$ cat config.mk
export PLATFORM = sky130hd
export DESIGN_NAME = rcpv_step
export DESIGN_NICKNAME = d
export VERILOG_FILES = /design/src/sv/rcpv_pkg.sv /design/src/sv/rcpv_step.sv
export SDC_FILE = /design/constraint.sdc
export NUM_CORES = 1
export LEC_CHECK = 0
export BUFFER_PORTS_ARGS = -buffer_cell sky130_fd_sc_hd__buf_4
export CORE_MARGIN = 3
export CORE_UTILIZATION = 45
export DETAILED_ROUTE_END_ITERATION = 10
export MAX_ROUTING_LAYER = met4
export PLACE_DENSITY = 0.75
export SLEW_MARGIN = 30
export SYNTH_ARGS = -nofsm -noshare
export SYNTH_HDL_FRONTEND = slang
export SYNTH_SLANG_ARGS = --single-unit
$ cat constraint.sdc
create_clock -name vclk -period 8.85
set_input_delay 0.4425 -clock vclk [all_inputs]
set_output_delay 0.4425 -clock vclk [all_outputs]
set_load 0.1 [all_outputs]
$ cat src/sv/rcpv_pkg.sv
// ----------------------------------------------------------------------------
// RC pulse capture validator package
// Widths, register codes, reset values, shared types and helper functions.
// ----------------------------------------------------------------------------
package rcpv_pkg;

    // Field widths fixed by the interface.
    localparam int CHANNELS_DEF = 6;
    localparam int CHAN_W       = 3;
    localparam int TIME_W       = 32;
    localparam int PULSE_W      = 16;
    localparam int CFG_IDX_W    = 3;
    localparam int CFG_DATA_W   = 16;

    // Register reset values.
    localparam logic [PULSE_W-1:0] MIN_PULSE_RST    = 16'd800;
    localparam logic [PULSE_W-1:0] MAX_PULSE_RST    = 16'd2200;
    localparam logic [PULSE_W-1:0] EDGE_LOCKOUT_RST = 16'd100;
    localparam logic [PULSE_W-1:0] SMALL_STEP_RST   = 16'd60;
    localparam logic [PULSE_W-1:0] MEDIUM_STEP_RST  = 16'd200;
    localparam logic [PULSE_W-1:0] MEDIUM_MATCH_RST = 16'd80;
    localparam logic [PULSE_W-1:0] LARGE_MATCH_RST  = 16'd100;

    // Number of consistent large steps before a large step is taken.
    localparam logic [1:0] LARGE_CONFIRM = 2'd2;

    // Result status codes.
    typedef enum logic [2:0] {
        ST_IGNORED = 3'd0,
        ST_RISE    = 3'd1,
        ST_RANGE   = 3'd2,
        ST_ACCEPT  = 3'd3,
        ST_HELD    = 3'd4
    } status_t;

    // Configuration register indexes.
    typedef enum logic [CFG_IDX_W-1:0] {
        REG_MIN_PULSE    = 3'd0,
        REG_MAX_PULSE    = 3'd1,
        REG_EDGE_LOCKOUT = 3'd2,
        REG_SMALL_STEP   = 3'd3,
        REG_MEDIUM_STEP  = 3'd4,
        REG_MEDIUM_MATCH = 3'd5,
        REG_LARGE_MATCH  = 3'd6
    } cfg_reg_t;

    // Configuration register bank as seen by the datapath.
    typedef struct packed {
        logic [PULSE_W-1:0] min_pulse;
        logic [PULSE_W-1:0] max_pulse;
        logic [PULSE_W-1:0] edge_lockout;
        logic [PULSE_W-1:0] small_step;
        logic [PULSE_W-1:0] medium_step;
        logic [PULSE_W-1:0] medium_match;
        logic [PULSE_W-1:0] large_match;
    } cfg_t;

    // Per-channel filter state.
    typedef struct packed {
        logic [PULSE_W-1:0] held;
        logic [PULSE_W-1:0] cand;
        logic               pending;
        logic [1:0]         large_count;
        logic [PULSE_W-1:0] last_large;
    } filt_state_t;

    // Complete per-channel entry.
    typedef struct packed {
        filt_state_t       filt;
        logic [TIME_W-1:0] accept_time;
        logic [TIME_W-1:0] edge_time;
        logic [TIME_W-1:0] rise_time;
    } chan_entry_t;

    // Absolute difference of two pulse widths.
    function automatic logic [PULSE_W-1:0] abs_diff(input logic [PULSE_W-1:0] a,
                                                    input logic [PULSE_W-1:0] b);
        return (a >= b) ? (a - b) : (b - a);
    endfunction

endpackage

$ cat src/sv/rcpv_step.sv
// ----------------------------------------------------------------------------
// RC pulse capture validator edge step
// Lockout test, width measurement, range check and step filter for one edge.
// ----------------------------------------------------------------------------
module rcpv_step import rcpv_pkg::*;
(
    input  cfg_t              cfg_vals,
    input  chan_entry_t       cur,
    input  logic              level,
    input  logic [TIME_W-1:0] now,
    output chan_entry_t       nxt,
    output status_t           status
);

    logic [TIME_W-1:0]  since_edge;
    logic [TIME_W-1:0]  width;
    logic               lockout_ok;
    logic               range_ok;
    logic [PULSE_W-1:0] w;
    logic [PULSE_W-1:0] step;
    logic               cand_match;
    logic               large_match;
    logic [1:0]         large_inc;

    // Timing and range arithmetic, all modulo 2^32.
    assign since_edge = now - cur.edge_time;
    assign width      = now - cur.rise_time;
    assign lockout_ok = since_edge >= {{(TIME_W-PULSE_W){1'b0}}, cfg_vals.edge_lockout};
    assign range_ok   = (width >= {{(TIME_W-PULSE_W){1'b0}}, cfg_vals.min_pulse})
                     && (width <= {{(TIME_W-PULSE_W){1'b0}}, cfg_vals.max_pulse});
    assign w          = width[PULSE_W-1:0];

    // Distances used by the step filter.
    assign step        = abs_diff(w, cur.filt.held);
    assign cand_match  = cur.filt.pending && (abs_diff(w, cur.filt.cand) < cfg_vals.medium_match);
    assign large_match = abs_diff(w, cur.filt.last_large) < cfg_vals.large_match;
    assign large_inc   = cur.filt.large_count + 2'd1;

    // Next entry and status for the edge.
    always_comb
    begin
        nxt    = cur;
        status = ST_IGNORED;
        if (lockout_ok)
        begin
            nxt.edge_time = now;
            if (level)
            begin
                nxt.rise_time = now;
                status        = ST_RISE;
            end
            else if (!range_ok)
            begin
                status = ST_RANGE;
            end
            else if (step <= cfg_vals.small_step)
            begin
                // Small step: taken at once.
                nxt.filt.held    = w;
                nxt.accept_time  = now;
                nxt.filt.pending = 1'b0;
                status           = ST_ACCEPT;
            end
            else if (step <= cfg_vals.medium_step)
            begin
                // Medium step: taken when it confirms the pending candidate.
                if (cand_match)
                begin
                    nxt.filt.held    = w;
                    nxt.accept_time  = now;
                    nxt.filt.pending = 1'b0;
                    status           = ST_ACCEPT;
                end
                else
                begin
                    nxt.filt.cand    = w;
                    nxt.filt.pending = 1'b1;
                    status           = ST_HELD;
                end
            end
            else
            begin
                // Large step: taken after enough consecutive consistent frames.
                status = ST_HELD;
                if (large_match)
                begin
                    if (large_inc >= LARGE_CONFIRM)
                    begin
                        nxt.filt.held        = w;
                        nxt.accept_time      = now;
                        nxt.filt.large_count = 2'd0;
                        status               = ST_ACCEPT;
                    end
                    else
                    begin
                        nxt.filt.large_count = large_inc;
                    end
                end
                else
                begin
                    nxt.filt.large_count = 2'd0;
                end
                nxt.filt.last_large = w;
                nxt.filt.pending    = 1'b0;
            end
        end
    end

endmodule

After elaboration in Yosys (flattened, before gate mapping)
Cells that the tools add are included.

$add $sub $neg: 9. $mul: 0. Divide/modulo/power cells: 0. Magnitude comparators: 11. Equality and inequality tests: 0. Shift-type cells: 0. Muxes and demuxes: 35. Bitwise gates (word level): 0. Reduce and logical (&&, ||, !) cells: 2.

Operator list (count): $mux W32 (6); $mux W16 (11); $mux W83 (2); $mux W147 (1); $sub A16 B16 Y16 (6); $ge A32 B16 Y1 (2); $sub A32 B32 Y32 (2); $ge A16 B16 Y1 (3); $mux W18 (2); $le A16 B16 Y1 (2); $le A32 B16 Y1 (1); $lt A16 B16 Y1 (2); $mux W3 (8); $mux W2 (2); $mux W1 (3); $add A2 B1 Y2 const B (1); $ge A2 B2 Y1 const B (1); $logic_and A1 B1 Y1 (2).

Register bits: 0. Bits in latches: 0. Bits in writable memories: 0. Memory bits (read-only): 0. Input bits: 292. Output and inout bits: 150. Logic and storage cells: 57. Memories kept: 0.

Logic depth before layout (Yosys ltp)
Gate-level depths: netlist of run 1.

Depth in word-level cells: 11. Gate-level depth with buffers: 34. Mapped depth without buffers: 30.

Least setup slack after synthesis of run 1
No wires, ideal clock.

Kind: input -> output. Start point: input port now[0]. End point: output port status[2]. Data arrival time: 8550 ps. Required time: 8408 ps. Path slack: -142 ps. Stages: 27. Path buffers: 2. Path through: inv_1 > ha_1 > inv_1 > fa_1 > a21o_1 > a31o_1 > a221o_1 > a41oi_1 > xnor2_1 > ha_1 > clkbuf_1 > o21ai_0 > nand2b_1 > a21boi_0 > a21o_1 > clkbuf_1 > a211oi_1 > a211oi_1 > o22ai_1 > a211oi_1 > ha_1 > a21oi_1 > nand2_1 > a211oi_1 > a21oi_1 > a311o_1 > nor4_1.

Cells in the longest elaborated chain, start to end: 11. Elaborated cells between the ends (all ways): 30. Classes of those cells: add/sub (8); order compare (10); mux (10); reduce/logical (2).

Ends and longest elaborated chain: from (decl) (RTL line rcpv_step.sv:10) `input logic [TIME_W-1:0] now,`; $sub A32 B32 Y32 (RTL line rcpv_step.sv:27) `assign width = now - cur.rise_time;`; $sub A16 B16 Y16 or $ge A16 B16 Y1 (tied branches) (RTL line rcpv_pkg.sv:78) `return (a >= b) ? (a - b) : (b - a);`; $mux W16 (RTL line rcpv_pkg.sv:78); $lt A16 B16 Y1 (RTL line rcpv_step.sv:35) `assign cand_match = cur.filt.pending && (abs_diff(w, cur.filt.cand) < cfg_vals.medium_match);`; $logic_and A1 B1 Y1 (RTL line rcpv_step.sv:35); $mux W3 (RTL line rcpv_step.sv:67) `if (cand_match)`; $mux W3 (RTL line rcpv_step.sv:64) `else if (step <= cfg_vals.medium_step)`; $mux W3 (RTL line rcpv_step.sv:56) `else if (step <= cfg_vals.small_step)`; $mux W3 (RTL line rcpv_step.sv:52) `else if (!range_ok)`; $mux W3 (RTL line rcpv_step.sv:47) `if (level)`; $mux W3 (*) (RTL line rcpv_step.sv:44) `if (lockout_ok)`; to (decl) (RTL line rcpv_step.sv:12) `output status_t status`.

Mark *: on every way between the ends. The rest lies on a longest branch, timed or not.

==> results of run 1 <==
[final timing paths]
path                   start   endpoint  slack, ns
worst max-delay path  now[0]    nxt[78]       0.42
worst min-delay path   level  status[2]       1.34
[layout by cell type, fill, tap and decap left out, types with 7 or more instances in the layout]
cell type,count
ha_1,266
inv_1,263
mux2i_1,70
fa_1,8
a21oi_1,157
nand2_1,125
and3_1,9
nand3_1,31
mux2_2,58
nor4_1,15
xor2_1,37
o31ai_1,11
a21o_1,92
nor2b_1,24
a211o_1,7
o21bai_1,13
nand2b_1,27
buf_4,477
a211oi_1,26
mux2_1,12
a31o_2,7
nor3_1,28
a31oi_1,12
a2111oi_0,8
xnor2_1,46
o21a_1,16
o21ai_0,127
and2_1,10
o211ai_1,15
a21boi_0,14
or3_1,8
nand4_1,37
nor2_1,92
or4_1,8
[power breakdown]
| group | internal (W) | switching, W | leakage [nW] |
|---|---|---|---|
| clock | 0.0000000000605 | 0 | 0.0000254 |
| sequential | 0 | 0 | 0 |
| combinational | 0.000967 | 0.00157 | 9.45 |
| total | 0.000967 | 0.00157 | 9.45 |
[layer usage]
| metal | GRT usage, % | wire, um |
|---|---|---|
| met1 | 40.3 | 22100 |
| met2 | 58.9 | 26200 |
| met3 | 2.47 | 3720 |
| met4 | 14.8 | 2880 |
| met5 | - | 0 |
[Yosys cell counts, drive strengths merged, types with 16 or more instances]
cell,instances,area share (%)
a21o,93,5.4
xor2,37,2.5
ha,266,26
nand2b,27,1.3
inv,263,7.6
clkbuf,58,1.7
xnor2,47,3.2
nor2b,24,1.2
o21a,16,0.92
nand2,125,3.6
a21oi,159,6.2
mux2i,70,5.4
nand3,31,1.2
a211oi,26,1.5
nor3,28,1.1
nor4,16,0.77
nor2,92,2.7
nand4,37,1.8
o21ai,129,5.0
mux2,75,6.6
[per-stage QoR]
stage	setup slack [ns]	power, W	cell area (um2)	hold WS [ns]	instances
4_1_cts	0.307	0.00250	16800	1.34	2638
2_1_floorplan	0.303	0.00175	13000	1.08	1855
5_1_grt	0.0119	0.00277	16800	1.35	2642
3_3_place_gp	0.638	0.00245	16800	1.34	2638
3_5_place_dp	0.327	0.00248	16800	1.34	2638
6_report	0.415	0.00254	16800	1.34	2642
[critical path, delay by kind of cell]
family | cells | cell delay [ns]
compound gates | 13 | 3.54
fa+ha+maj | 4 | 1.34
buf+inv | 5 | 0.86
mux | 2 | 0.77
simple gates | 5 | 0.68
xor+xnor | 1 | 0.33
[kinds of logic (layout without fill, tap and decap cells)]
logic type	after synthesis	after routing	synth area share [%]
compound gates	575	575	28.5
simple gates	441	441	17.1
buf+inv	336	741	9.94
fa+ha+maj	274	274	26.8
mux	145	145	12.0
xor+xnor	84	84	5.65
other cells	0	4	0
[cell type report]
cell class / instances / share of cell area (%)
well taps: 378 / 2.81
multi-input cells: 1519 / 69.9
diodes: 4 / 0.0596
inverters: 263 / 5.87
repair buffers: 478 / 21.4
==> results.cfg, run 1 <==
[placement]
numPortBuffers = 442
dp_hpwl_um = 47300
gp_congestion = 1.03

[clock_network]
cts_resized = 0
postCtsSetupRepairBufs = 0
ctsHoldBuffers = 0

[global_route]
grt_overflow = 0
antenna_found_initial = 4
grt_max_degree = 49
grt_pass1_wl_um = 82300
grt_pass1_vias = 15300
grt_usage_pct = 33.9

[yosys]
syn-num-nets = 2421
seq_area_frac_synth_pct = 0
synth_warnings = 0
synth_area_um2 = 13000
synthesis.instances = 1855
synth.avg_cell_area_um2 = 7.02
synth_cell_types = 75

[worst_setup_path]
worst_setup_path_start_kind = primary input
critPathMaxFanout = 33
arrival_ns = 7.99
path_common_cell = ha_1
criticalPathCategory = in2out
cpPeakStageDelay_ns = 0.57
required_ns = 8.41
slowest_stage = ha_1
crit_path_end_kind = output port

[sta]
timing.fmax_mhz = 119
drv_slew = 0
hold_viol = 0
post-route-min-period_ns = 8.43
setup_violations = 0
rsz0062_at_grt = false
slew-limit-headroom_pct = 32.1
worstMarginPinSlew_ns = 1.01
final.period_utilization_pct = 95.3
setup_tns_ns = 0

[routing]
vias = 15600
drt_iter0_drc = 904
via_per_inst = 5.89
drc = 0
totalWireLength_um = 54900
ant_nets = 0
wl_per_cell_um = 20.8
first_pass_iters = 5

[finish]
seq_cell_count = 0
layout-drive-gt1-share_pct = 24.8
regArea_um2 = 0
n_fill_cell = 2676
areaGrowthSynthToFinish_pct = 29.1
nClkBuffers = 0
multiInputGateArea_um2 = 11700
final_util_pct = 59.7
final_nets = 2828

[floorplanning]
pin_count = 442
initial_core_util_pct = 46.2
fp.coreArea_um2 = 28200
row_count = 61
die_y_um = 176
die_area_um2 = 31000
die_x_um = 176

[worst_hold_path]
hold_class = in2out
holdPathStages = 3

[power_and_ir_drop]
power_density_nw_per_um2 = 151
vdd_drop_max_uv = 64.9
leakage_nw = 9.45

[run]
maxCapViolations = 0

[status]
status = finished clean
Note: power is estimated with default switching activity, not from simulation.
==> run 2: changes to the inputs <==
CELL_PAD_IN_SITES_DETAIL_PLACEMENT = 0   (was unset)
CELL_PAD_IN_SITES_GLOBAL_PLACEMENT = 1   (was unset)
CORE_UTILIZATION = 37   (was 45)
PLACE_DENSITY = 0.86   (was 0.75)
==> results.cfg, run 2 (synthesis results as in run 1) <==
[status]
status = finished clean

[worst_setup_path]
slowest_stage = a211oi_1
criticalPathCategory = in2out
crit_cells = 32
crit_family = compound AO/OA/AOI/OAI gates
arrival_ns = 7.86
critPathMaxFanout = 48
cp_num_buf_inv = 5
crit_path_end_kind = output port
cpPeakStageDelay_ns = 0.43
worst_setup_path_start_kind = primary input
path_common_cell = a21oi_1
required_ns = 8.41

[floorplanning]
row_count = 68
initial_core_util_pct = 37.6
pin_count = 442
die_y_um = 194
die_x_um = 194
fp.coreArea_um2 = 34600
die_area_um2 = 37500

[clock_network]
postCtsSetupRepairBufs = 0

[finish]
regArea_um2 = 0
areaGrowthSynthToFinish_pct = 29.2
final_cell_mix = buf_4 (467), ha_1 (266), inv_1 (263), a21oi_1 (157), o21ai_0 (127)
seq_cell_count = 0
final_nets = 2818
nClkBuffers = 0
layout_commonest_cell = buf_4
layout-drive-gt1-share_pct = 24.4

[routing]
via_per_inst = 5.61
first_pass_iters = 5
wl_met1_um = 23100
drt_iter0_drc = 769
route.met2.wl_um = 27500
route.top_layer_used = met4
totalWireLength_um = 55800
ant_nets = 0
wl_per_cell_um = 20.6
wl_met3_um = 2870
drc = 0
vias = 15200

[sta]
setup_tns_ns = 0
setup_violations = 0
whs_ns = 1.35
rsz0062_at_grt = false
drv_slew = 0
slew-limit-headroom_pct = 36.1
post-route-min-period_ns = 8.30
worstMarginPinSlew_ns = 0.952
timing.fmax_mhz = 120
fin_ws_ns = 0.548
hold_viol = 0
final.period_utilization_pct = 93.8

[power_and_ir_drop]
vdd_drop_max_uv = 76.0
leakage_nw = 9.39
p_total_w = 0.00251
power_density_nw_per_um2 = 149

[placement]
pre_cts_slack_ns = 0.469
dp_hpwl_um = 48200
gp_congestion = 0.980
numPortBuffers = 442

[global_route]
grt_pass1_vias = 15100
grt_overflow = 0
antenna_found_initial = 1
grt_pass1_wl_um = 84600
grt_usage_pct = 28.6
grt_max_degree = 63

[worst_hold_path]
hold_class = in2out
holdPathStages = 3

[run]
maxCapViolations = 0
[run 2: layout make-up]
type	count	area (um2)
tap	455	569
multi-input combinational	1519	11700
timing repair buffer	468	3530
antenna	1	2.50
fill	3519	17800
inverter	263	987
[run 2: what timing repair did]
item                       CTS  global route
hold buffers                 0             0
setup endpoints to repair    0             2
gates resized for setup      0             1
[run 2: tightest hold or removal path: cells and delay by family]
kind                   cells  cell delay [ns]
buffers and inverters      2             0.39
and+or+nand+nor            1             0.06
[run 2: per-stage QoR]
| stage | std cells | utilization (%) | cell area, um2 |
|---|---|---|---|
| 3_5_place_dp | 2705 | 48.6 | 16800 |
| 2_1_floorplan | 1855 | - | 13000 |
| 4_1_cts | 2705 | 48.6 | 16800 |
| 3_3_place_gp | 2705 | 48.6 | 16800 |
| 5_1_grt | 2706 | 48.6 | 16800 |
| 6_report | 2706 | 48.6 | 16800 |
[run 2: path summary, 6_finish.rpt]
| kind | slack (ns) | end | startpoint |
|---|---|---|---|
| worst max-delay path | 0.55 | nxt[137] | now[0] |
| worst min-delay path | 1.35 | status[2] | level |
[run 2: power by group]
part | total [W] | internal, W | leakage, nW | switching (W)
registers | 0 | 0 | 0 | 0
clock network | 0.0000000000151 | 0.0000000000151 | 0.00000634 | 0
logic | 0.00251 | 0.000946 | 9.39 | 0.00156
[run 2: layer usage]
layer | vias up | track usage (%)
li1 | 7484 | -
met1 | 7011 | 33.8
met2 | 584 | 51.8
met3 | 106 | 1.99
met4 | 0 | 8.81
met5 | - | -
