<file path="src/sv/rcpv_pkg.sv">
// ----------------------------------------------------------------------------
// RC pulse capture validator package
// Widths, register codes, reset values, shared types and helper functions.
// ----------------------------------------------------------------------------
package rcpv_pkg;

    // Field widths fixed by the interface.
    localparam int CHANNELS_DEF = 6;
    localparam int CHAN_W       = 3;
    localparam int TIME_W       = 32;
    localparam int PULSE_W      = 16;
    localparam int CFG_IDX_W    = 3;
    localparam int CFG_DATA_W   = 16;

    // Register reset values.
    localparam logic [PULSE_W-1:0] MIN_PULSE_RST    = 16'd800;
    localparam logic [PULSE_W-1:0] MAX_PULSE_RST    = 16'd2200;
    localparam logic [PULSE_W-1:0] EDGE_LOCKOUT_RST = 16'd100;
    localparam logic [PULSE_W-1:0] SMALL_STEP_RST   = 16'd60;
    localparam logic [PULSE_W-1:0] MEDIUM_STEP_RST  = 16'd200;
    localparam logic [PULSE_W-1:0] MEDIUM_MATCH_RST = 16'd80;
    localparam logic [PULSE_W-1:0] LARGE_MATCH_RST  = 16'd100;

    // Number of consistent large steps before a large step is taken.
    localparam logic [1:0] LARGE_CONFIRM = 2'd2;

    // Result status codes.
    typedef enum logic [2:0] {
        ST_IGNORED = 3'd0,
        ST_RISE    = 3'd1,
        ST_RANGE   = 3'd2,
        ST_ACCEPT  = 3'd3,
        ST_HELD    = 3'd4
    } status_t;

    // Configuration register indexes.
    typedef enum logic [CFG_IDX_W-1:0] {
        REG_MIN_PULSE    = 3'd0,
        REG_MAX_PULSE    = 3'd1,
        REG_EDGE_LOCKOUT = 3'd2,
        REG_SMALL_STEP   = 3'd3,
        REG_MEDIUM_STEP  = 3'd4,
        REG_MEDIUM_MATCH = 3'd5,
        REG_LARGE_MATCH  = 3'd6
    } cfg_reg_t;

    // Configuration register bank as seen by the datapath.
    typedef struct packed {
        logic [PULSE_W-1:0] min_pulse;
        logic [PULSE_W-1:0] max_pulse;
        logic [PULSE_W-1:0] edge_lockout;
        logic [PULSE_W-1:0] small_step;
        logic [PULSE_W-1:0] medium_step;
        logic [PULSE_W-1:0] medium_match;
        logic [PULSE_W-1:0] large_match;
    } cfg_t;

    // Per-channel filter state.
    typedef struct packed {
        logic [PULSE_W-1:0] held;
        logic [PULSE_W-1:0] cand;
        logic               pending;
        logic [1:0]         large_count;
        logic [PULSE_W-1:0] last_large;
    } filt_state_t;

    // Complete per-channel entry.
    typedef struct packed {
        filt_state_t       filt;
        logic [TIME_W-1:0] accept_time;
        logic [TIME_W-1:0] edge_time;
        logic [TIME_W-1:0] rise_time;
    } chan_entry_t;

    // Absolute difference of two pulse widths.
    function automatic logic [PULSE_W-1:0] abs_diff(input logic [PULSE_W-1:0] a,
                                                    input logic [PULSE_W-1:0] b);
        return (a >= b) ? (a - b) : (b - a);
    endfunction

endpackage

</file>
<file path="src/sv/rcpv_chan_store.sv">
// ----------------------------------------------------------------------------
// RC pulse capture validator channel state store
// One flip-flop entry per channel, read and written at the channel index.
// ----------------------------------------------------------------------------
module rcpv_chan_store import rcpv_pkg::*;
#(
    parameter int CHANNELS = CHANNELS_DEF,
    parameter int IDX_W    = (CHANNELS > 1) ? $clog2(CHANNELS) : 1
)
(
    input  logic             clk,
    input  logic             rst_n,
    input  logic [IDX_W-1:0] idx,
    input  logic             wr_en,
    input  chan_entry_t      wr_data,
    output chan_entry_t      rd_data
);

    chan_entry_t entry_reg [CHANNELS];

    // Entry of the channel being processed.
    assign rd_data = entry_reg[idx];

    // Every entry clears to zero in reset.
    always_ff @(posedge clk or negedge rst_n)
    begin
        if (!rst_n)
        begin
            for (int i = 0; i < CHANNELS; i++)
            begin
                entry_reg[i] <= '0;
            end
        end
        else if (wr_en)
        begin
            entry_reg[idx] <= wr_data;
        end
    end

endmodule

</file>
<file path="config.mk">
export PLATFORM = sky130hd
export DESIGN_NAME = rcpv_chan_store
export DESIGN_NICKNAME = d
export VERILOG_FILES = /design/src/sv/rcpv_pkg.sv /design/src/sv/rcpv_chan_store.sv
export SDC_FILE = /design/constraint.sdc
export NUM_CORES = 1
export LEC_CHECK = 0
export BUFFER_PORTS_ARGS = -buffer_cell sky130_fd_sc_hd__buf_2
export CORE_ASPECT_RATIO = 0.5
export CORE_MARGIN = 8
export CORE_UTILIZATION = 40
export DETAILED_ROUTE_END_ITERATION = 10
export PLACE_DENSITY = 0.56
export SLEW_MARGIN = 25
export SYNTH_ARGS = -nofsm -noshare
export SYNTH_HDL_FRONTEND = slang
export SYNTH_SLANG_ARGS = --single-unit
</file>
<file path="constraint.sdc">
create_clock -name clk -period 2.3 [get_ports clk]
set_input_delay 0.345 -clock clk [delete_from_list [all_inputs] [get_ports clk]]
set_output_delay 0.345 -clock clk [all_outputs]
set_load 0.05 [all_outputs]
</file>
Word-level counts from Yosys, hierarchy flattened
Cells that the tools add are included. W data, S select, Z words.

Word-level logic and storage cells: 58. Output and inout port bits: 147. Bits of input ports: 153. Register bits: 882.

Reductions and logical operators: 1. Bitwise operators: 1. Muxes and demuxes: 6. Magnitude comparators: 2.

Operators by type and width (number): $bwmux W882 (1); $bmux W147 S3 (1); $demux W147 S3 (1); $mux W147 (3); $ge A4 B4 Y1 const B (1); $lt A4 B1 Y1 const B (1); $not A3 Y4 (1); $logic_and A1 B1 Y1 (1).

Longest topological paths before layout
Gate-level depths: netlist of run 1.

Depth in word-level cells: 6. Gate-level depth with buffers: 7.

Least setup slack after synthesis of run 1
Ideal clock, no wire load.

Path type: input-to-output. Start point: input port idx[0]. End point: output port rd_data[0] (netlist bit). Slack: -0.083 ns. Data arrival time: 2.038 ns. Stages: 6. Cells stage by stage: clkbuf_2 buf_2 buf_2 buf_2 mux2i_1 o221ai_1.

RTL lines: start: declaration (line rcpv_chan_store.sv:13) `input logic [IDX_W-1:0] idx,`; end: declaration (line rcpv_chan_store.sv:16) `output chan_entry_t rd_data`.

==> impl_metrics.toml, run 1 <==
[status]
outcome = "complete, no violations"

[setup_path]
cp_data_required_time_ns = 1.96
cp_max_fo = 34
path_cells = "buf_8 -> buf_12 -> buf_4 -> mux2i_1 -> o221ai_2 -> buf_2"
slowest_delay_ns = 0.33
regToRegSetupSlack_ns = 1.51
cp.arrival_ns = 1.86
worstSetupPathType = "in -> out"
start_kind = "input pin"
r2r_end = "entry_reg[347]"
reg2reg_depth = 1
rr_startpoint = "entry_reg[347]"
critPathSlowestCell = "buf_8"
cp-end-kind = "output pin"

[final_layout]
syn_to_final_growth_pct = 25.5
drive_gt1_frac = 0.540
layout.nets = 3370
utilization = 0.507
largest_reg_flops = 882

[grt]
antenna_found_initial = 8
grt_max_degree = 83
grt_pass1_vias = 26500
grt_pass1_wl_mm = 162
grt_usage = 0.185
grt_overflow_total = 0

[route]
drtPass1Iterations = 6
vias = 24300
viasPerCell = 5.27
drt_iter0_drc = 959
drc = 0
routed_wirelength_mm = 102
antenna_left = 0
wl_per_cell_microns = 22.0

[power]
p_leak_nw = 21.7
power_density_nw_per_um2 = 927
vdd.ir_drop.worst_mv = 0.506
total_power_mw = 45.9

[clocking]
htreeDepth = 3
path_clk_slew_ns = 0.06
root_buffer = "clkbuf_16"
cts_sinks = 882
clk_latency_ns = 0.66
cts_tree = "done"
cts_max_path_buffers = 3
postCtsSetupBuffers = 0
cts_buffers = 85

[logic_synthesis]
synth_flop_cell = "dfrtp_1"
synth_cell_types = 19
muxShareOfSynthArea = 0.368
ys_seq_elements = 882
synth-edff-count = 0
synth.net_count = 2855
synth.top_cell.area_share = 0.560
synthSimpleGateAreaFrac = 0.0161
syn-mean-instance-area_sq_um = 14.6
syn_area_sq_um = 39400
ys_seq_area_frac = 0.560
synth_warnings = 0
synth.area.top_cells = "dfrtp_1, mux2_2, mux2i_1"
synthAdderAreaFrac = 0
synth_compound_area_frac = 0.0328
async_reset_ff_frac = 1.00
synth_top_area_cell = "dfrtp_1"
synth_top_family_by_area = "multiplexers"
syn_inst = 2702
synth_xor_area_frac = 0

[timing]
finalCritPeriodShare = 0.959
tns_ns = 0
rsz0062_at_grt = "no"
slew-limit-headroom = 0.566
fmaxAchievable_mhz = 453
setup_viol = 0
slew_viol_final = 0
hold_violations = 0
period_minus_slack_ns = 2.21
finClkSkew_ns = 0
worstMarginPinSlew_ns = 0.652

[die]
die_h_microns = 238
coreArea_sq_um = 97700
die_w_microns = 460
start_util = 0.404
io_pins = 300
placement_rows = 81
dieArea_sq_um = 110000

[placement]
hpwl_mm = 64.5
gp_congestion = 0.730
portBuffers = 299

[min_path]
worstHoldPathType = "in -> async"

[run]
cap_violations = 0
==> cells in the mapped netlist (2+ instances only) <==
cell and count:
mux2_2 1010, dfrtp_1 882, mux2i_1 294, nand2_1 146, o221ai_1 146, buf_2 136
clkbuf_1 48, mux2_1 19, buf_1 6, buf_4 3, and4bb_1 2, nand2b_1 2
nand4b_1 2
==> metrics by stage <==
step | hold WS, ns | worst slack, ns | area, sq um | cells
6_report | 0.219 | 0.0949 | 49500 | 4615
3_5_place_dp | 0.341 | 0.0727 | 45000 | 4310
5_1_grt | 0.194 | 0.0271 | 49500 | 4615
4_1_cts | 0.183 | 0.0477 | 49500 | 4610
3_3_place_gp | 0.335 | 0.0687 | 45000 | 4310
2_1_floorplan | 0.0494 | 0.220 | 40400 | 2702
==> what timing repair did <==
action,4_1_cts,5_1_grt
gates resized for setup,0,0
hold endpoints to repair,938,0
hold buffers,148,0
==> cells in the final DEF, fill, tap and decap left out, types with 5 or more instances in the layout <==
cell type / n
dlygate4sd3_1: 148
clkbuf_1: 17
bufinv_16: 10
clkinv_2: 13
clkbuf_16: 89
dfrtp_1: 882
diode_2: 5
mux2_2: 1010
clkbuf_8: 20
buf_4: 91
mux2i_1: 294
buf_12: 85
nand2_1: 146
mux2_1: 19
buf_2: 296
o221ai_2: 146
==> power breakdown <==
group	total [mW]	switching, mW	leakage, nW	internal (mW)
Sequential	20.5	1.61	10.6	18.9
Clock	15.0	6.16	1.46	8.83
Combinational	10.4	5.36	9.67	5.01
==> kinds of logic after synthesis <==
kind of cell	count (synthesis)
AO/OA/AOI/OAI	148
flip-flops	882
AND/OR/NAND/NOR	155
multiplexers	1323
buffers and inverters	194
==> routing by layer <==
layer | global-route usage | vias up | routed length (microns)
met1 | 0.246 | 12900 | 45200
li1 | - | 11000 | -
met2 | 0.319 | 219 | 51500
met5 | 0 | - | 18
met3 | 0.0300 | 139 | 2820
met4 | 0.0444 | 4 | 2140
==> critical path, delay by kind of cell <==
| kind | cells | cell delay, ns |
|---|---|---|
| compound gates | 1 | 0.15 |
| buf+inv | 4 | 1.04 |
| mux | 1 | 0.27 |
==> worst max path at each step <==
stage / from / endpoint / depth (start not counted)
after detailed placement: idx[0] / rd_data[91] / 6
after CTS: idx[0] / rd_data[58] / 6
after global routing: idx[0] / rd_data[145] / 6
after floorplan: idx[0] / rd_data[0] / 6
final: idx[0] / rd_data[58] / 6
after global placement: idx[0] / rd_data[145] / 6
==> final cells by class <==
type,instances,area [sq um]
fillers,8387,48200
clock buffers,126,2570
well taps,1328,1660
diodes,5,12.5
multi-input cells,1626,17400
flip-flops and latches,882,22100
clock inverters,26,389
repair buffers,622,5380
Power figures use the tool's default switching activity.
==> run 2: changes to the inputs <==
==> constraint.sdc (replaced) <==
create_clock -name clk -period 2.3 [get_ports clk]
set_input_delay 0.115 -clock clk [delete_from_list [all_inputs] [get_ports clk]]
set_output_delay 0.115 -clock clk [all_outputs]
set_load 0.05 [all_outputs]
==> run 2 against run 1 <==
Setup slack improved by 0.17 ns. Global-route usage down 0.24 points. Clock power decreased by 8%. Utilization is 2.0 points lower. Wire length fell by 0.90%. Fmax rose by 8.5%. Hold slack got worse by 0.071 ns. Via count decreased by 1.1%. First-iteration DRC count grew 24%. Clock skew stayed put. Register-to-register slack about the same. Flip-flop and latch count did not move.
==> impl_metrics.toml, run 2 (synthesized netlist as in run 1, its figures left out) <==
[die]
die_w_microns = 460
die_h_microns = 238
start_util = 0.404
placement_rows = 81
io_pins = 300
dieArea_sq_um = 110000
coreArea_sq_um = 97700

[clocking]
cts_tree = "done"
postCtsHoldBufs = 149
cts_resized = 0
cts_max_path_buffers = 3
root_buffer = "clkbuf_16"
clk_latency_ns = 0.65
path_clk_slew_ns = 0.07
cts_sinks = 882
htreeDepth = 3
postCtsSetupBuffers = 0
cts_buffers = 82

[timing]
slew-limit-headroom = 0.609
slew_viol_final = 0
finClkSkew_ns = 0
tns_ns = 0
hold_violations = 0
whs_ns = 0.148
fmaxAchievable_mhz = 492
period_minus_slack_ns = 2.03
finalCritPeriodShare = 0.884
layout_setup_ws_ns = 0.267
setup_viol = 0
worstMarginPinSlew_ns = 0.587
rsz0062_at_grt = "no"

[final_layout]
drive_gt1_frac = 0.483
final_cell_area_sq_um = 47500
regArea_sq_um = 22100
syn_to_final_growth_pct = 20.5
largest_reg_flops = 882
layout.nets = 3298
fillers = 8600
most-common-layout-cells = "mux2_2, dfrtp_1, buf_2"
multi_input_comb_area_sq_um = 16500
final_common_cell = "mux2_2"
antenna_cells = 0

[route]
antenna_left = 0
vias = 24100
wl_per_cell_microns = 22.2
met3WireLength_mm = 2.70
viasPerCell = 5.30
top_layer_used = "met4"
drtPass1Iterations = 5
routed_wirelength_mm = 101
drt-met1-wl_mm = 44.6
drc = 0
dr_wl_met2_mm = 51.2
drt_iter0_drc = 1193

[setup_path]
cp.arrival_ns = 1.92
regToRegSetupSlack_ns = 1.51
cp-end-kind = "output pin"
start_kind = "register"
worstSetupPathType = "reg -> out"
slowest_delay_ns = 0.38
cp_max_fo = 2
critPathSlowestCell = "dfrtp_1"
path_cells = "mux2_2 -> nand2_1 -> o221ai_1 -> buf_2"
cp_data_required_time_ns = 2.18

[placement]
gp_congestion = 0.724
dp_worst_setup_slack_ns = 0.356
placed_area_sq_um = 43300
hpwl_mm = 61.2
portBuffers = 299

[grt]
antenna_found_initial = 1
grt_pass1_wl_mm = 160
grt_max_degree = 97
grt_pass1_vias = 26400
grt_usage = 0.183
grt_overflow_total = 0

[power]
total_power_mw = 44.1
p_leak_nw = 21.0
vdd.ir_drop.worst_mv = 0.521
power_density_nw_per_um2 = 928

[status]
outcome = "complete, no violations"

[min_path]
worstHoldPathType = "in -> reg"

[run]
cap_violations = 0
run 2: cell count changes in the layout (fill, tap and decap cells not counted), moves of 7 or more:
cell and change:
o221ai_2 -146, buf_12 -23, bufinv_16 -7, o221ai_1 +146, buf_4 -48
run 2: stage by stage:
step	utilization	instances
detailed placement	0.443	4240
CTS	0.486	4535
global placement	0.443	4240
floorplan	-	2702
global route	0.486	4535
finish	0.486	4535
run 2: worst paths after layout:
check | start | end | depth (start not counted)
min in group asynchronous | rst_n | entry_reg[215] | 3
max in group asynchronous | rst_n | entry_reg[198] | 4
hold / removal | wr_en | entry_reg[615] | 3
setup / recovery | entry_reg[608] | rd_data[20] | 4
hold reg to reg | entry_reg[751] | entry_reg[751] | 1
setup reg to reg | entry_reg[159] | entry_reg[159] | 1
run 2: power breakdown:
| group | switching (mW) | internal (mW) | total, mW |
|---|---|---|---|
| combinational | 5.06 | 4.70 | 9.76 |
| clock | 6.07 | 7.75 | 13.8 |
| sequential | 1.60 | 18.9 | 20.5 |
run 2: area by class of cell:
class | count | share of cell area
Clock inverter | 22 | 0.00495
Sequential cell | 882 | 0.464
Clock buffer | 124 | 0.0518
Tap cell | 1328 | 0.0350
Timing Repair Buffer | 553 | 0.0966
Multi-Input combinational cell | 1626 | 0.347
run 2: layer usage:
layer  up-vias  GRT usage
met5         -          0
met2       271      0.319
li1      10800          -
met3       132     0.0314
met4         0     0.0463
met1     12800      0.237
run 2: critical path: cells and delay by family, from the launching register on:
kind / cells / cell delay, ns
AOI/OAI and AO/OA: 1 / 0.23
muxes: 1 / 0.26
buffers and inverters: 1 / 0.31
and+or+nand+nor: 1 / 0.07
DFF: 1 / 0.38
==> run 3: changes to the inputs <==
--- a/config.mk
+++ b/config.mk
@@ -5,12 +5,12 @@
 export SDC_FILE = /design/constraint.sdc
 export NUM_CORES = 1
 export LEC_CHECK = 0
-export BUFFER_PORTS_ARGS = -buffer_cell sky130_fd_sc_hd__buf_2
 export CORE_ASPECT_RATIO = 0.5
 export CORE_MARGIN = 8
 export CORE_UTILIZATION = 40
 export DETAILED_ROUTE_END_ITERATION = 10
-export PLACE_DENSITY = 0.56
+export DONT_BUFFER_PORTS = 1
+export PLACE_DENSITY = 0.53
 export SLEW_MARGIN = 25
 export SYNTH_ARGS = -nofsm -noshare
 export SYNTH_HDL_FRONTEND = slang
==> run 3 against run 2 <==
Cell count fell by 4.3%. Combinational power fell by 2.4%. Die area did not move. Clock power rose by 6%. Hold slack got worse by 1.0 ns. Flip-flop and latch count did not move. Fmax fell by 22%. Final area fell by 2.0%. Utilization fell by 0.97 points. Register-to-register slack got worse by 0.53 ns. Wire length fell by 4.0%. The run now ends with hold timing, slew limit, setup timing left.
==> impl_metrics.toml, run 3 (synthesized netlist as in run 1, its figures left out) <==
[status]
outcome = "complete, but fails checks"
failed_checks = "hold timing, slew limit, setup timing"

[power]
total_power_mw = 44.6
vdd.ir_drop.worst_mv = 0.494
p_leak_nw = 20.2
power_density_nw_per_um2 = 958

[route]
drt_iter0_drc = 1175
drtPass1Iterations = 4
vias = 23300
wl_per_cell_microns = 22.3
antenna_left = 0
viasPerCell = 5.37
routed_wirelength_mm = 96.8
drc = 0

[timing]
finClkSkew_ns = 0
period_minus_slack_ns = 2.61
slew_viol_final = 128
worstMarginPinSlew_ns = 2.19
setup_viol = 30
fmaxAchievable_mhz = 384
whs_ns = -0.856
finalCritPeriodShare = 1.13
slew-limit-headroom = -0.458
rsz0062_at_grt = "no"
layout_setup_ws_ns = -0.305
hold_violations = 463

[die]
coreArea_sq_um = 97700
io_pins = 300
dieArea_sq_um = 110000
die_h_microns = 238
placement_rows = 81
die_w_microns = 460
start_util = 0.404

[clocking]
clk_latency_ns = 0.66
root_buffer = "clkbuf_16"
htreeDepth = 3
cts_buffers = 85
cts_max_path_buffers = 3
path_clk_slew_ns = 0.06
cts_sinks = 882
cts_tree = "done"
postCtsSetupBuffers = 0

[setup_path]
critPathBufInv = 1
critPathSlowestCell = "mux2_2"
cp-end-kind = "output pin"
path_cells = "mux2_2 -> nand2_1 -> o221ai_1 -> buf_4"
regToRegSetupSlack_ns = 0.98
crit_family = "multiplexers"
start_kind = "input pin"
cp_max_fo = 447
r2r_end = "entry_reg[746]"
reg2reg_depth = 2
worstSetupPathType = "in -> out"
rr_startpoint = "entry_reg[746]"
slowest_delay_ns = 0.88
cp.arrival_ns = 2.49
cp_data_required_time_ns = 2.18

[grt]
globalRouteMet2Util = 0.299
grt.met3_usage = 0.0285
antenna_found_initial = 4
grt_pass1_wl_mm = 153
grt_max_degree = 883
top_usage_layer = "met2"
use_met1 = 0.230
grt_usage = 0.175
grt_pass1_vias = 25200
grt_overflow_total = 0

[placement]
portBuffers = 0
placed_area_sq_um = 42000
gp_congestion = 0.704
dp_worst_setup_slack_ns = 0.564
hpwl_mm = 52.6

[min_path]
worstHoldPathType = "in -> async"

[run]
cap_violations = 0

[final_layout]
drive_gt1_frac = 0.447
syn_to_final_growth_pct = 18.1
layout.nets = 3092
final_common_cell = "mux2_2"
largest_reg_flops = 882
final_cell_area_sq_um = 46600
utilization = 0.477
fillers = 8751
most-common-layout-cells = "mux2_2, dfrtp_1, mux2i_1"
run 3: cell types whose count changed in the layout (fill, tap and decap cells not counted), moves of 5 or more:
cell	change
dlygate4sd3_1	+6
buf_12	-33
buf_4	+111
buf_2	-297
clkbuf_16	+5
clkinv_2	+9
run 3: timing repair:
action                                  4_1_cts  5_1_grt
hold buffers                                154        1
endpoints found under the setup margin        0        1
resized for setup                             0        1
hold endpoints to repair                   1764      494
run 3: final cells by class:
type,instances,area (sq um),share of cell area
diodes,3,7.51,0.000161
clock buffers,122,2500,0.0537
clock inverters,34,377,0.00809
multi-input cells,1626,16500,0.354
flip-flops and latches,882,22100,0.474
well taps,1328,1660,0.0357
repair buffers,344,3450,0.0741
run 3: how the worst max path moves through the flow:
stage | to | start | cells past startpoint | slack [ns]
final | rd_data[100] | idx[0] | 4 | -0.31
after global routing | rd_data[31] | entry_reg[766] | 4 | 0.22
after CTS | entry_reg[746] | idx[2] | 6 | 0.1
after detailed placement | entry_reg[262] | idx[1] | 4 | 0.56
after global placement | entry_reg[272] | idx[1] | 4 | 0.58
after floorplan | rd_data[0] | idx[0] | 6 | 0.38
run 3: report_power, final:
group | internal, mW | switching, mW | total (mW)
clock | 8.37 | 6.21 | 14.6
combinational | 4.82 | 4.70 | 9.53
sequential | 18.9 | 1.57 | 20.5
total | 32.1 | 12.5 | 44.6
run 3: per-layer routing:
metal,vias up,share of wire
met5,-,0.00013
met2,254,0.50
li1,10400,-
met4,2,0.027
met3,139,0.023
met1,12500,0.45
run 3: through the flow:
stage / TNS, ns / cells / hold WS, ns
finish: -6.01 / 4339 / -0.856
global route: 0 / 4339 / -0.916
CTS: 0 / 4330 / -0.910
detailed placement: 0 / 4020 / -0.162
global placement: 0 / 4020 / -0.158
floorplan: 0 / 2702 / -0.181
